===== src/rtl/core/rfa_pkg.sv =====
`timescale 1ns / 1ps
// ----------------------------------------------------------------------------
// rfa_pkg: shared types and constants of the rational fraction ALU
// Request and result structs, opcode and verdict codes, datapath widths.
// ----------------------------------------------------------------------------
package rfa_pkg;

    // Width of one operand; each operand is the low OPERAND_BITS of its field.
    localparam int OPERAND_BITS = 16;
    localparam int FIELD_W      = 16;
    localparam int MUL_W        = OPERAND_BITS + 1;     // signed multiplier operand
    localparam int PROD_W       = 2 * MUL_W;            // signed product
    localparam int SH_W         = $clog2(OPERAND_BITS); // divider shift count
    localparam int NUM_W        = 33;
    localparam int DEN_W        = 32;

    localparam logic [2:0] CMD_MUL  = 3'd0;
    localparam logic [2:0] CMD_DIV  = 3'd1;
    localparam logic [2:0] CMD_ADD  = 3'd2;
    localparam logic [2:0] CMD_SUB  = 3'd3;
    localparam logic [2:0] CMD_CMP  = 3'd4;
    localparam logic [2:0] CMD_INV  = 3'd5;
    localparam logic [2:0] CMD_CLS  = 3'd6;
    localparam logic [2:0] CMD_RSVD = 3'd7;

    localparam logic [1:0] VERD_FIRST    = 2'd0;
    localparam logic [1:0] VERD_SECOND   = 2'd1;
    localparam logic [1:0] VERD_EQUAL    = 2'd2;
    localparam logic [1:0] VERD_PROPER   = 2'd0;
    localparam logic [1:0] VERD_IMPROPER = 2'd1;
    localparam logic [1:0] VERD_NONE     = 2'd0;

    localparam logic STAT_OK  = 1'b0;
    localparam logic STAT_ERR = 1'b1;

    typedef struct packed {
        logic [2:0]                cmd;
        logic signed [FIELD_W-1:0] num_a;
        logic signed [FIELD_W-1:0] den_a;
        logic signed [FIELD_W-1:0] num_b;
        logic signed [FIELD_W-1:0] den_b;
    } t_req;

    typedef struct packed {
        logic signed [NUM_W-1:0] result_num;
        logic signed [DEN_W-1:0] result_den;
        logic [1:0]              verdict;
        logic                    status;
    } t_rsp;

endpackage


===== src/rtl/core/rational_fraction_alu.sv =====
`timescale 1ns / 1ps
// ----------------------------------------------------------------------------
// rational_fraction_alu: multi-cycle ALU on two signed integer fractions
// Multiply, divide, add, subtract, compare, invert and classify, unreduced.
// ----------------------------------------------------------------------------
// Takes one request at a time (o_req_ready is high only while the sequencer
// is idle) and gives exactly one result per request through a result
// register, so a finished result may wait for i_res_ready while the next
// request is already accepted. Multiply, divide and compare make two passes
// through the one shared signed multiplier, then form the result. Invert,
// classify, error cases and add/subtract with equal denominators go straight
// to the result. Add/subtract with unequal denominators runs Euclid's GCD on
// the denominator magnitudes through one shared shift-subtract divider, then
// two exact quotient divisions by the GCD, then three multiplier passes; the
// divider aligns the divisor, then restore-subtracts one quotient bit at a
// time. The GCD sign follows the truncating remainder: it is the sign of
// whichever denominator the final nonzero remainder descends from.
// ----------------------------------------------------------------------------
module rational_fraction_alu (
    input  logic          i_clk,
    input  logic          i_rst_n,
    input  logic          i_req_valid,
    output logic          o_req_ready,
    input  rfa_pkg::t_req i_req,
    output logic          o_res_valid,
    input  logic          i_res_ready,
    output rfa_pkg::t_rsp o_res
);

    localparam int W  = rfa_pkg::OPERAND_BITS;
    localparam int MB = rfa_pkg::MUL_W;
    localparam int PW = rfa_pkg::PROD_W;
    localparam int SW = rfa_pkg::SH_W;
    localparam int NW = rfa_pkg::NUM_W;
    localparam int DW = rfa_pkg::DEN_W;

    typedef enum logic [2:0] {
        S_IDLE,
        S_GCD,
        S_QUO2,
        S_QUO1,
        S_MUL,
        S_DONE
    } t_state;

    // Magnitude of a W-bit two's complement value; the most negative
    // value maps to 2**(W-1), which still fits W unsigned bits.
    function automatic logic [W-1:0] mag(input logic signed [W-1:0] v);
        logic signed [W-1:0] neg;
        neg = -v;
        mag = v[W-1] ? W'(neg) : W'(v);
    endfunction

    // ------------------------------------------------------------------
    // Registers
    // ------------------------------------------------------------------
    t_state               r_state,   n_state;
    logic [2:0]           r_cmd,     n_cmd;
    logic signed [W-1:0]  r_x1,      n_x1;
    logic signed [W-1:0]  r_y1,      n_y1;
    logic signed [W-1:0]  r_x2,      n_x2;
    logic signed [W-1:0]  r_y2,      n_y2;
    logic                 r_err,     n_err;
    logic                 r_eqden,   n_eqden;
    // shared shift-subtract divider
    logic [W-1:0]         r_dv_rem,  n_dv_rem;
    logic [W-1:0]         r_dv_dvs,  n_dv_dvs;
    logic [W-1:0]         r_dv_quo,  n_dv_quo;
    logic [SW-1:0]        r_dv_sh,   n_dv_sh;
    logic                 r_dv_aln,  n_dv_aln;
    // Euclid bookkeeping: current divisor magnitude and which operand it
    // descends from (0: den_a, 1: den_b)
    logic [W-1:0]         r_gb,      n_gb;
    logic                 r_par,     n_par;
    logic                 r_gneg,    n_gneg;
    logic signed [MB-1:0] r_q1,      n_q1;
    logic signed [MB-1:0] r_q2,      n_q2;
    // shared multiplier and product slots
    logic [1:0]           r_pidx,    n_pidx;
    logic signed [PW-1:0] r_prod,    n_prod;
    logic signed [PW-1:0] r_p0,      n_p0;
    logic signed [PW-1:0] r_p1,      n_p1;
    logic signed [PW-1:0] r_p2,      n_p2;
    rfa_pkg::t_rsp        r_res,     n_res;
    logic                 r_res_valid, n_res_valid;

    // ------------------------------------------------------------------
    // Request decode
    // ------------------------------------------------------------------
    logic signed [W-1:0] in_x1, in_y1, in_x2, in_y2;
    logic                in_err;
    logic                req_acc;

    assign in_x1 = i_req.num_a[W-1:0];
    assign in_y1 = i_req.den_a[W-1:0];
    assign in_x2 = i_req.num_b[W-1:0];
    assign in_y2 = i_req.den_b[W-1:0];

    // zero denominator, division by a zero fraction, or inverting zero
    assign in_err = (i_req.cmd != rfa_pkg::CMD_RSVD) &&
                    ((in_y1 == '0) ||
                     ((i_req.cmd <= rfa_pkg::CMD_CMP) && (in_y2 == '0)) ||
                     ((i_req.cmd == rfa_pkg::CMD_DIV) && (in_x2 == '0)) ||
                     ((i_req.cmd == rfa_pkg::CMD_INV) && (in_x1 == '0)));

    assign o_req_ready = (r_state == S_IDLE);
    assign req_acc     = i_req_valid && o_req_ready;

    // ------------------------------------------------------------------
    // Shared divider step: first align the divisor under the dividend one
    // bit a cycle, then restore-subtract one quotient bit a cycle.
    // ------------------------------------------------------------------
    logic [W:0]   dv_dvs2;
    logic         dv_can_shift;
    logic         dv_ge;
    logic [W-1:0] dv_rem_nx;
    logic [W-1:0] dv_quo_nx;
    logic         dv_done;

    assign dv_dvs2      = {r_dv_dvs, 1'b0};
    assign dv_can_shift = dv_dvs2 <= {1'b0, r_dv_rem};
    assign dv_ge        = r_dv_rem >= r_dv_dvs;
    assign dv_rem_nx    = dv_ge ? (r_dv_rem - r_dv_dvs) : r_dv_rem;
    assign dv_quo_nx    = {r_dv_quo[W-2:0], dv_ge};
    assign dv_done      = !r_dv_aln && (r_dv_sh == '0);

    // the quotient and its negation, for the two divisions by the GCD
    logic signed [MB-1:0] quo_pos;
    logic signed [MB-1:0] quo_neg;

    assign quo_pos = $signed({1'b0, dv_quo_nx});
    assign quo_neg = -quo_pos;

    // ------------------------------------------------------------------
    // Shared multiplier operand select
    // ------------------------------------------------------------------
    logic signed [MB-1:0] mul_a, mul_b;
    logic [1:0]           mul_cnt;

    always_comb begin
        mul_a = '0;
        mul_b = '0;
        unique case (r_cmd)
            rfa_pkg::CMD_MUL: begin
                mul_a = (r_pidx == 2'd0) ? MB'(r_x1) : MB'(r_y1);
                mul_b = (r_pidx == 2'd0) ? MB'(r_x2) : MB'(r_y2);
            end
            rfa_pkg::CMD_DIV: begin
                mul_a = (r_pidx == 2'd0) ? MB'(r_x1) : MB'(r_y1);
                mul_b = (r_pidx == 2'd0) ? MB'(r_y2) : MB'(r_x2);
            end
            rfa_pkg::CMD_CMP: begin
                mul_a = (r_pidx == 2'd0) ? MB'(r_x1) : MB'(r_x2);
                mul_b = (r_pidx == 2'd0) ? MB'(r_y2) : MB'(r_y1);
            end
            rfa_pkg::CMD_ADD, rfa_pkg::CMD_SUB: begin
                // common denominator, then both scaled numerators
                unique case (r_pidx)
                    2'd0: begin
                        mul_a = MB'(r_y1);
                        mul_b = r_q2;
                    end
                    2'd1: begin
                        mul_a = MB'(r_x1);
                        mul_b = r_q2;
                    end
                    default: begin
                        mul_a = MB'(r_x2);
                        mul_b = r_q1;
                    end
                endcase
            end
            default: begin
                mul_a = '0;
                mul_b = '0;
            end
        endcase
    end

    assign mul_cnt = ((r_cmd == rfa_pkg::CMD_ADD) || (r_cmd == rfa_pkg::CMD_SUB))
                     ? 2'd3 : 2'd2;
    assign n_prod  = mul_a * mul_b;

    // ------------------------------------------------------------------
    // Result formation
    // ------------------------------------------------------------------
    rfa_pkg::t_rsp res_nx;
    logic          cmp_flip;
    logic          cmp_first;
    logic          cmp_second;

    assign cmp_flip   = r_y1[W-1] ^ r_y2[W-1];
    assign cmp_first  = cmp_flip ? (r_p0 < r_p1) : (r_p0 > r_p1);
    assign cmp_second = cmp_flip ? (r_p1 < r_p0) : (r_p1 > r_p0);

    always_comb begin
        res_nx = '0;
        if (r_err) begin
            res_nx.status = rfa_pkg::STAT_ERR;
        end else begin
            unique case (r_cmd)
                rfa_pkg::CMD_MUL, rfa_pkg::CMD_DIV: begin
                    res_nx.result_num = NW'(r_p0);
                    res_nx.result_den = DW'(r_p1);
                end
                rfa_pkg::CMD_ADD: begin
                    if (r_eqden) begin
                        res_nx.result_num = NW'(r_x1) + NW'(r_x2);
                        res_nx.result_den = DW'(r_y1);
                    end else begin
                        res_nx.result_num = NW'(r_p1) + NW'(r_p2);
                        res_nx.result_den = DW'(r_p0);
                    end
                end
                rfa_pkg::CMD_SUB: begin
                    if (r_eqden) begin
                        res_nx.result_num = NW'(r_x1) - NW'(r_x2);
                        res_nx.result_den = DW'(r_y1);
                    end else begin
                        res_nx.result_num = NW'(r_p1) - NW'(r_p2);
                        res_nx.result_den = DW'(r_p0);
                    end
                end
                rfa_pkg::CMD_CMP: begin
                    // ties report the first fraction
                    if (!cmp_first && cmp_second) begin
                        res_nx.result_num = NW'(r_x2);
                        res_nx.result_den = DW'(r_y2);
                        res_nx.verdict    = rfa_pkg::VERD_SECOND;
                    end else begin
                        res_nx.result_num = NW'(r_x1);
                        res_nx.result_den = DW'(r_y1);
                        res_nx.verdict    = cmp_first ? rfa_pkg::VERD_FIRST
                                                      : rfa_pkg::VERD_EQUAL;
                    end
                end
                rfa_pkg::CMD_INV: begin
                    res_nx.result_num = NW'(r_y1);
                    res_nx.result_den = DW'(r_x1);
                end
                rfa_pkg::CMD_CLS: begin
                    res_nx.verdict = (mag(r_x1) < mag(r_y1)) ? rfa_pkg::VERD_PROPER
                                                             : rfa_pkg::VERD_IMPROPER;
                end
                default: begin
                    res_nx.verdict = rfa_pkg::VERD_NONE;
                end
            endcase
        end
    end

    // ------------------------------------------------------------------
    // Sequencer next state
    // ------------------------------------------------------------------
    always_comb begin
        n_state     = r_state;
        n_cmd       = r_cmd;
        n_x1        = r_x1;
        n_y1        = r_y1;
        n_x2        = r_x2;
        n_y2        = r_y2;
        n_err       = r_err;
        n_eqden     = r_eqden;
        n_dv_rem    = r_dv_rem;
        n_dv_dvs    = r_dv_dvs;
        n_dv_quo    = r_dv_quo;
        n_dv_sh     = r_dv_sh;
        n_dv_aln    = r_dv_aln;
        n_gb        = r_gb;
        n_par       = r_par;
        n_gneg      = r_gneg;
        n_q1        = r_q1;
        n_q2        = r_q2;
        n_pidx      = r_pidx;
        n_p0        = r_p0;
        n_p1        = r_p1;
        n_p2        = r_p2;
        n_res       = r_res;
        n_res_valid = r_res_valid && !i_res_ready;

        // advance the divider whenever it runs
        if ((r_state == S_GCD) || (r_state == S_QUO2) || (r_state == S_QUO1)) begin
            if (r_dv_aln) begin
                if (dv_can_shift) begin
                    n_dv_dvs = dv_dvs2[W-1:0];
                    n_dv_sh  = r_dv_sh + SW'(1);
                end else begin
                    n_dv_aln = 1'b0;
                end
            end else begin
                n_dv_rem = dv_rem_nx;
                n_dv_quo = dv_quo_nx;
                n_dv_dvs = r_dv_dvs >> 1;
                n_dv_sh  = r_dv_sh - SW'(1);
            end
        end

        unique case (r_state)
            S_IDLE: begin
                if (req_acc) begin
                    n_cmd   = i_req.cmd;
                    n_x1    = in_x1;
                    n_y1    = in_y1;
                    n_x2    = in_x2;
                    n_y2    = in_y2;
                    n_err   = in_err;
                    n_eqden = (in_y1 == in_y2);
                    n_pidx  = 2'd0;
                    priority if (in_err) begin
                        n_state = S_DONE;
                    end else if ((i_req.cmd == rfa_pkg::CMD_MUL) ||
                                 (i_req.cmd == rfa_pkg::CMD_DIV) ||
                                 (i_req.cmd == rfa_pkg::CMD_CMP)) begin
                        n_state = S_MUL;
                    end else if (((i_req.cmd == rfa_pkg::CMD_ADD) ||
                                  (i_req.cmd == rfa_pkg::CMD_SUB)) &&
                                 (in_y1 != in_y2)) begin
                        // first Euclid step: |den_a| mod |den_b|
                        n_state  = S_GCD;
                        n_dv_rem = mag(in_y1);
                        n_dv_dvs = mag(in_y2);
                        n_dv_quo = '0;
                        n_dv_sh  = '0;
                        n_dv_aln = 1'b1;
                        n_gb     = mag(in_y2);
                        n_par    = 1'b1;
                    end else begin
                        n_state = S_DONE;
                    end
                end
            end
            S_GCD: begin
                if (dv_done) begin
                    if (dv_rem_nx == '0) begin
                        // r_gb is the GCD magnitude; its sign is that of the
                        // denominator it descends from
                        n_gneg   = r_par ? r_y2[W-1] : r_y1[W-1];
                        n_state  = S_QUO2;
                        n_dv_rem = mag(r_y2);
                        n_dv_dvs = r_gb;
                    end else begin
                        n_gb     = dv_rem_nx;
                        n_par    = ~r_par;
                        n_dv_rem = r_gb;
                        n_dv_dvs = dv_rem_nx;
                    end
                    n_dv_quo = '0;
                    n_dv_sh  = '0;
                    n_dv_aln = 1'b1;
                end
            end
            S_QUO2: begin
                if (dv_done) begin
                    n_q2     = (r_y2[W-1] ^ r_gneg) ? quo_neg : quo_pos;
                    n_state  = S_QUO1;
                    n_dv_rem = mag(r_y1);
                    n_dv_dvs = r_gb;
                    n_dv_quo = '0;
                    n_dv_sh  = '0;
                    n_dv_aln = 1'b1;
                end
            end
            S_QUO1: begin
                if (dv_done) begin
                    n_q1    = (r_y1[W-1] ^ r_gneg) ? quo_neg : quo_pos;
                    n_state = S_MUL;
                    n_pidx  = 2'd0;
                end
            end
            S_MUL: begin
                // the product of the previous pass lands in its slot
                unique case (r_pidx)
                    2'd1:    n_p0 = r_prod;
                    2'd2:    n_p1 = r_prod;
                    2'd3:    n_p2 = r_prod;
                    default: n_p0 = r_p0;
                endcase
                if (r_pidx == mul_cnt) begin
                    n_state = S_DONE;
                end else begin
                    n_pidx = r_pidx + 2'd1;
                end
            end
            S_DONE: begin
                // hold until the result register is free
                if (!r_res_valid || i_res_ready) begin
                    n_res       = res_nx;
                    n_res_valid = 1'b1;
                    n_state     = S_IDLE;
                end
            end
            default: begin
                n_state = S_IDLE;
            end
        endcase
    end

    // ------------------------------------------------------------------
    // State and registered outputs
    // ------------------------------------------------------------------
    always_ff @(posedge i_clk) begin
        if (!i_rst_n) begin
            r_state     <= S_IDLE;
            r_res_valid <= 1'b0;
        end else begin
            r_state     <= n_state;
            r_res_valid <= n_res_valid;
        end
        r_cmd    <= n_cmd;
        r_x1     <= n_x1;
        r_y1     <= n_y1;
        r_x2     <= n_x2;
        r_y2     <= n_y2;
        r_err    <= n_err;
        r_eqden  <= n_eqden;
        r_dv_rem <= n_dv_rem;
        r_dv_dvs <= n_dv_dvs;
        r_dv_quo <= n_dv_quo;
        r_dv_sh  <= n_dv_sh;
        r_dv_aln <= n_dv_aln;
        r_gb     <= n_gb;
        r_par    <= n_par;
        r_gneg   <= n_gneg;
        r_q1     <= n_q1;
        r_q2     <= n_q2;
        r_pidx   <= n_pidx;
        r_prod   <= n_prod;
        r_p0     <= n_p0;
        r_p1     <= n_p1;
        r_p2     <= n_p2;
        r_res    <= n_res;
    end

    assign o_res_valid = r_res_valid;
    assign o_res       = r_res;

endmodule


===== config.mk =====
export PLATFORM = sky130hd
export DESIGN_NAME = rational_fraction_alu
export DESIGN_NICKNAME = d
export VERILOG_FILES = /design/src/rtl/core/rfa_pkg.sv /design/src/rtl/core/rational_fraction_alu.sv
export SDC_FILE = /design/constraint.sdc
export NUM_CORES = 2
export LEC_CHECK = 0
export BUFFER_PORTS_ARGS = -buffer_cell sky130_fd_sc_hd__buf_2
export CAP_MARGIN = 30
export CORE_UTILIZATION = 65
export CTS_BUF_LIST = sky130_fd_sc_hd__clkbuf_16
export CTS_CLUSTER_SIZE = 24
export DETAILED_ROUTE_END_ITERATION = 10
export GPL_TIMING_DRIVEN = 0
export PLACE_DENSITY = 0.91
export SYNTH_ARGS = -nofsm -noshare
export SYNTH_HDL_FRONTEND = slang
export SYNTH_SLANG_ARGS = --single-unit

===== constraint.sdc =====
create_clock -name i_clk -period 12.2 [get_ports i_clk]
set_input_delay 1.83 -clock i_clk [delete_from_list [all_inputs] [get_ports i_clk]]
set_output_delay 1.83 -clock i_clk [all_outputs]
set_load 0.03 [all_outputs]

==> impl_results.md <==
* Full die area at 0.0601 sq mm
* Mean Syn Cell Area at 8.82 sq um
* Post-synthesis sequential area ratio at 0.275
* Filler cells at between 4000 and 5000
* Via Count at roughly 37000
* Reg2Reg Launch Point: r_pidx[1]
* Die Width at between 200 and 250 microns
* Clk_lat worst skew at a little over 600 ps
* 1st-pass router iterations at 9
* Pin count of the biggest net entering global routing at 39
* CP required at ~13000 ps
* Tcrit/Tclk final at 0.916
* Clock tree sinks at between 300 and 400
* Final hold viol count at 0
* Max FO, Critical Path at 10
* Dpl hpwl at between 100000 and 150000 microns
* Synth Net Count at between 4000 and 5000
* Hold-critical path endpoint: r_p0[19]
* Post-synthesis to final-layout area growth at 8.71%
* Outcome: finished, final reports clean
* Synth async-reset ratio at 0
* CTS resizes at 0
* Routability cong. at around 1.1
* Slew HR at 0.250
* CTS tree: yes
* Syn Inst Count at 4358
* Pins Over Slew Limit at 0
* Most frequent cells in the layout: inv_1 (556), nor2_1 (428), nand2_1 (346)
* R2r endpoint: r_prod[33]
* Layout cells sized above 1 at 0.0692
* Worst R2R Path Depth at 33
* RSZ-0062 raised after global routing: no
* Vias per inst at 6.82
* Met3 wire length at 20300 microns
* Starting Density at 0.662
* Core area at 0.0580 sq mm
* Post-synth EDFFs at between 200 and 300
* Uppermost layer routed: met5
* Tmin final at between 10000 and 15000 ps
* Post-Route M1 WL at between 50000 and 60000 microns
* All-layer global routing usage at 0.487
* Hold_sp: r_prod[19]
* Fmax achieved at slightly below 0.09 GHz
* Clock Tree Root: clkbuf_16
* Worst Setup End Kind: flop
* #FFs+latches synth at between 300 and 400
* Least-Margin Pin Slew at 1110 ps
* Vias in the first global route at between 30000 and 40000
* Hold Crit Class: flop to flop
* Hold buffer count at CTS at 0
* CP max-delay cell: fa_1
* CTS H-tree lvls at 2
* Final Core Density at 0.720
* Gr ovfl total at 0
* Ranking of synthesized cells by area: edfxtp_1 (23%), fa_1 (15%), ha_1 (8.9%), inv_1 (5.3%), dfxtp_1 (4.7%)
* CP peak stage delay at between 500 and 600 ps
* Die H at 245 microns
* Post-synth top flop: edfxtp_1
* Critical Path AT at 11720 ps
* Final setup viols at 0
* Ys Warns at 0
* Drt total wl at between 100000 and 150000 microns
* Most frequent cell on the critical path: fa_1
* Most common cell after layout, fill and taps aside: inv_1
* R2R Setup Slk at 1020 ps
* Max cap viols at 0
* Hold Crit Depth at 0
* Initial antenna violation count at 5
* Skew final at between 20 and 30 ps
* CTS Buf Count at 43
* Mapped Area at approximately 0.038 sq mm
* Nets at 5195
* Setup Fix Bufs, Post-CTS at 0
* Routed len/inst at approximately 27 microns
* Top Ports at 141
* First-pass GRT wire length at around 220000 microns
* Cell taking the most area after synthesis: edfxtp_1
* Row Count at about 90
* Clk buf depth at 3
* Worst-path clk slew at around 60 ps
* Initial drt markers at between 5000 and 6000
* Antenna-violating nets left at 0
* Metal2 WL at between 60000 and 70000 microns
* Distinct cells, synth at 98
* Setup TNS at 0 ps
* # DRC at 0
* IO Port Bufs at 140
* Critical Path Source Type: flop
* Synth top area share at 0.228
* WS Path Type: flop to flop
[registers in the layout, indices dropped and copies added (netlist names), 16 cells and up]
| register | flops |
|---|---|
| o_res | 68 |
| r_p0 | 34 |
| r_p1 | 34 |
| r_prod | 34 |
| r_p2 | 33 |
| r_q1 | 17 |
| r_q2 | 17 |
| r_dv_dvs | 16 |
| r_dv_rem | 16 |
| r_gb | 16 |
| r_x1 | 16 |
| r_x2 | 16 |
| r_y1 | 16 |
| r_y2 | 16 |
[critical path: cells and delay by family (launching register included)]
kind / cells / cell delay [ps]
adders and majority gates: 8 / 3740
buffers and inverters: 9 / 2620
muxes: 1 / 140
AOI/OAI and AO/OA: 11 / 3360
and+or+nand+nor: 4 / 790
DFF: 1 / 420
[area by class of cell]
class	instances	area [sq um]	share of cell area
repair buffers	155	870	0.0208
diodes	1	2.50	0.0000599
inverters	553	2080	0.0497
multi-input cells	3176	24900	0.595
plain buffers	247	955	0.0228
clock inverters	36	398	0.00952
flip-flops and latches	382	10600	0.253
well taps	765	957	0.0229
clock buffers	44	1100	0.0263
[cells in the mapped netlist, types with 23 or more instances]
master / n
or2_2: 23
nand4_1: 37
a21o_1: 65
ha_1: 274
a31oi_1: 45
mux2_2: 28
nor3_1: 58
nor2b_1: 40
a211oi_1: 42
a211o_1: 23
o21ai_0: 233
xnor2_1: 133
inv_1: 547
fa_1: 292
o22ai_1: 23
and3_1: 28
a22oi_1: 34
a21oi_1: 324
edfxtp_1: 292
o211ai_1: 31
o21a_1: 23
clkbuf_1: 221
nand2_1: 346
dfxtp_1: 90
or3_1: 25
o31ai_1: 50
nand3_1: 60
nor2_1: 429
mux2i_1: 64
a221oi_1: 25
nor4_1: 31
nand2b_1: 50
xor2_1: 87
[layer usage]
metal | vias up | GRT usage
met4 | 8 | 0.333
met5 | - | 0
met2 | 3028 | 0.734
li1 | 15500 | -
met1 | 17200 | 0.608
met3 | 795 | 0.137
[cells by family (layout without fill, tap and decap cells)]
kind of cell / count (synthesis) / in the layout / share of synthesized area
DFF: 382 / 382 / 0.275
AOI/OAI and AO/OA: 1098 / 1098 / 0.185
and+or+nand+nor: 1197 / 1197 / 0.144
other: 0 / 1 / 0
muxes: 95 / 95 / 0.0263
xor gates and xnor gates: 220 / 220 / 0.0501
adders and majority gates: 566 / 566 / 0.241
buffers and inverters: 800 / 1035 / 0.0788
[worst max path at each step]
stage | slack, ps | to | start
final | 1020 | r_prod[33] | r_pidx[1]
after global placement | 1550 | r_prod[33] | r_pidx[1]
after CTS | 1600 | r_prod[33] | r_pidx[1]
after floorplan | 4130 | r_prod[33] | r_pidx[1]
after global routing | 990 | r_prod[33] | r_pidx[1]
after detailed placement | 1680 | r_prod[33] | r_pidx[1]
[metrics by stage]
stage / setup WS [ps] / instance area [sq um] / hold slack, ps / cells
after floorplan: 4130 / 38400 / 404 / 4358
after global placement: 1550 / 40100 / 410 / 5263
after detailed placement: 1680 / 40200 / 445 / 5274
after CTS: 1600 / 41700 / 458 / 5354
after global routing: 987 / 41800 / 453 / 5358
final: 1020 / 41800 / 452 / 5359
Power is not shown: default switching activity piles up to over one toggle a cycle in this logic, so the estimate is an artifact.
